$ cat config.mk
export PLATFORM = sky130hd
export DESIGN_NAME = gwc_ram
export DESIGN_NICKNAME = d
export VERILOG_FILES = /design/src/hw/rtl/gwc_ram.sv
export SDC_FILE = /design/constraint.sdc
export NUM_CORES = 2
export LEC_CHECK = 0
export ABC_CLOCK_PERIOD_IN_PS = 2900
export BUFFER_PORTS_ARGS = -buffer_cell sky130_fd_sc_hd__buf_2
export CAP_MARGIN = 20
export CORE_MARGIN = 4
export CORE_UTILIZATION = 50
export CTS_CLUSTER_DIAMETER = 40
export CTS_CLUSTER_SIZE = 14
export DETAILED_ROUTE_END_ITERATION = 12
export GPL_TIMING_DRIVEN = 0
export PLACE_DENSITY = 0.68
export SLEW_MARGIN = 10
export SYNTH_ARGS = -nofsm -noshare
export SYNTH_HDL_FRONTEND = slang
export SYNTH_SLANG_ARGS = --single-unit
$ cat constraint.sdc
create_clock -name clk -period 2.9 [get_ports clk]
set_input_delay 0.29 -clock clk [delete_from_list [all_inputs] [get_ports clk]]
set_output_delay 0.29 -clock clk [all_outputs]
set_load 0.03 [all_outputs]
$ cat src/hw/rtl/gwc_ram.sv
module gwc_ram #(
	parameter int DW    = 16,
	parameter int DEPTH = 128
) (
	input  logic                     clk,
	input  logic                     we,
	input  logic [$clog2(DEPTH)-1:0] waddr,
	input  logic [DW-1:0]            wdata,
	input  logic                     re,
	input  logic [$clog2(DEPTH)-1:0] raddr,
	output logic [DW-1:0]            rdata
);

	logic [DW-1:0] mem [DEPTH];

	// one write port, one registered read port
	always_ff @(posedge clk) begin
		if (we) begin
			mem[waddr] <= wdata;
		end
		if (re) begin
			rdata <= mem[raddr];
		end
	end

endmodule

==> summary.md <==
The final critical path takes up 100% of the cycle. Headroom to the max-slew limit came out at 21.5%. The tools report the sum of net half-perimeters after detailed placement as 132 mm.

Among all flip-flop cells after synthesis, the most frequent one is sky130_fd_sc_hd__edfxtp_1. The clock period could shrink to 2.90 ns. In the synthesized netlist, the cells that appear most often are sky130_fd_sc_hd__edfxtp_1, sky130_fd_sc_hd__mux4_2, sky130_fd_sc_hd__nor2_1, sky130_fd_sc_hd__clkbuf_1, sky130_fd_sc_hd__buf_2. Ranked by total cell area, the synthesized netlist is headed by sky130_fd_sc_hd__edfxtp_1, sky130_fd_sc_hd__mux4_2, sky130_fd_sc_hd__nor2_1. In the routed design, unresolved DRC markers number 0. The tools report the initial antenna violation count as 26. Based on the critical path, the design can be clocked at up to 0.345 GHz. For this design the total switching power over the nets is 14,500 uW.

The CTS buffer count is 229, and the remaining global-route overflow is 0. After detailed routing, the average wire length per cell comes to 33.9 um. The tools report the worst clock skew as 0.0454 ns. The tools report the core outline area as 156,000 um2.

The y dimension of the die came out at 405 um. In this run, the number of DRC markers left after iteration 0 of detailed routing was 5,072. TritonCTS built the clock tree. The length of the first detailed-routing pass in iterations is 5, and the total of max-cap violations is 0. Setup violations remaining at the end of the flow were counted as 0. Power spread over the standard cell area amounts to 711 nW/um2. Sequential cells burn 50.2% of the power.

STA puts the critical path data required time at 3.49 ns. The class of the tightest hold or removal check was input pin to register. From synthesis to final layout, the design area changed by 17.5%. After detailed routing, the total wire length is 196 mm. On the worst path, the slowest cell contributes a delay of 0.60 ns.

The mean number of vias per cell works out to 6.27. The slowest cell on the critical path was sky130_fd_sc_hd__mux4_2. The root buffer cell chosen for the clock tree is sky130_fd_sc_hd__clkbuf_16.

The worst-case IR drop observed on VDD is 689 uV. For the worst setup path, the data arrival time is 3.49 ns. The number of nets with antenna violations after detailed routing is 0, and the power share of the clock group is 44.5%. Once the clock tree was built, the setup fixing pass inserted 0 buffers. The first global-routing pass estimated 280 mm of wire. The share of total power dissipated in combinational logic is 5.2%. The worst setup path is of the input pin to register kind.

The maximum clock path buffer count is 3. The number of standard-cell rows in the floorplan is 145, and the number of enable-type register cells in the synthesized netlist is 2,064. Total clock sinks: 2,064. The die covers 164,000 um2.

The finished cells cover 92,400 um2. At the pin with the least slew margin, the transition time is 1.18 ns. The run finished with clean final reports.

Die boundary width: 405 um. The number of nets in the synthesized netlist is 3,119. At the end of routability-driven placement, the weighted congestion stood at 0.903.

After clock tree synthesis, the clock-pin slew on the worst setup and hold paths is 0.06 ns. The synthesized netlist occupies a cell area of 78,700 um2. By instance count, the cell type seen most on the critical path is sky130_fd_sc_hd__mux4_2.

The kind of start point of the critical path is an input pin. At the end of the flow, the number of nets in the layout was 3,564. The per-instance average area after synthesis came out at 25.5 um2. The fraction of power spent switching nets was 22.0%. During synthesis, Yosys emitted a total of 0 warnings. The netlist uses 16 different library cells. Setup repair after global routing could not meet its margin everywhere. The cell taking the most area after synthesis was sky130_fd_sc_hd__edfxtp_1. For this design the static power due to leakage is 0.0287 uW. Entering global routing, the biggest net connects 97 pins. The count of final max-slew check failures came out at 0. The share of the synthesized area in the top cell type is 78.8%, and the power after layout is 65,700 uW. The sequential area share after synthesis is 78.8%, and the quantity of I/O buffers inserted on ports is 38.

The most common cell in the synthesized netlist is sky130_fd_sc_hd__edfxtp_1. The initial core utilization came out at 50.3%. Once placement finished, the instance area stood at 84,300 um2. For the worst-skew pair, the clock arrives at the later sink with an insertion delay of 0.86 ns.

For the number of global-route vias before repair, the log shows 36,800. Synthesis handed over a netlist of 3,086 instances. The CTS H-tree depth is 4, and the overall via count from detail_route is 36,300. In this run the worst path has a maximum fanout of 10.

The post-route netlist has 40.3% of its cells at a drive strength greater than 1. The critical path goes through buf_2 > buf_4 > buf_2 > mux4_2 > mux4_2 > mux4_2 > mux2_2. The logs give 0 for the count of endpoints failing hold in the final timing report and 49 for the I/O pin count. Critical path capture point type: a register. For this run, asynchronously set or reset flops after synthesis account for 0%. The synthesized design contains 2,064 register bits. The number of cells on the worst reg-to-reg path is 4.

For this run, the total global-route usage over all layers was measured as 24.4%. The cell depth of the worst hold path works out to 1. The internal power of the cells totals 51,200 uW.
[cells by family after synthesis]
| family | count (synthesis) | share of synthesized area [%] |
|---|---|---|
| flops | 2064 | 78.8 |
| mux | 688 | 19.5 |
| simple gates | 170 | 0.886 |
| buf+inv | 164 | 0.879 |
[worst max-delay path, delay by kind of cell]
family	cells	cell delay, ns
buffers and inverters	3	1.02
muxes	4	2.15
[repair_timing]
item | in CTS | in global routing
hold buffers | 17 | 0
gates resized for setup | 58 | 18
endpoints found under the setup margin | 16 | 15
hold endpoints to repair | 672 | 0
cloned | 0 | 0
pin swaps | 0 | 0
[through the flow]
step | setup slack, ns | util, % | TNS [ns] | cells | hold WS, ns
after global placement | -2.15 | 52.1 | -1488.82 | 5182 | 0.713
final | 0.000952 | 59.1 | 0 | 5786 | 0.0849
after CTS | 0.00677 | 59.0 | 0 | 5774 | 0.0515
after floorplan | 0.000418 | - | 0 | 3086 | 0.389
after detailed placement | -1.95 | 53.9 | -118.50 | 5338 | 0.708
after global routing | -0.0237 | 59.1 | -0.0607 | 5783 | 0.0910
[per-layer routing]
metal	wire, um	global-route usage, %
met1	73700	34.1
met2	94500	37.9
met3	21300	6.96
met4	6490	7.72
met5	60	0
[path summary, 6_finish.rpt]
path / startpoint / to / slack, ns
setup / recovery: raddr[0] / rdata[5] / 0.001
hold / removal: wdata[13] / mem[119][13] / 0.08
setup reg to reg: mem[85][6] / rdata[6] / 0.15
hold reg to reg: mem[54][0] / rdata[0] / 1.33
[power by group through the flow]
stage	combinational (uW)	clock, uW	sequential [uW]
after global placement	3210	0	33700
after detailed placement	3410	0	33600
after global routing	3580	31000	33000
after CTS	3450	29600	33000
final	3440	29300	33000
after floorplan	1610	0	33700
[flip-flops by register name, indices dropped and copies added (netlist names)]
name,cells
rdata,16
mem,2048
[cells in the final DEF, fill, tap and decap left out, drive strengths merged, types with 7 or more instances in the layout]
master / synthesis / routed
mux4: 672 / 672
nand2: 14 / 14
clkinvlp: 0 / 22
nand3: 12 / 12
dlygate4sd3: 0 / 17
nor3: 9 / 9
nor2: 122 / 122
buf: 82 / 268
inv: 0 / 43
diode: 0 / 9
edfxtp: 2064 / 2064
clkinv: 0 / 83
bufinv: 0 / 25
mux2: 16 / 16
clkbuf: 82 / 337
nor2b: 7 / 7
[layout make-up]
| type | instances | area [um2] |
|---|---|---|
| fill | 10600 | 64000 |
| tap | 2058 | 2570 |
| multi-input combinational | 858 | 16400 |
| sequential | 2064 | 62000 |
| clock inverter | 173 | 1960 |
| timing repair buffer | 214 | 2890 |
| clock buffer | 246 | 5790 |
| antenna | 9 | 22.5 |
| buffer | 164 | 841 |
No activity file was read; power rests on OpenSTA's default activity.
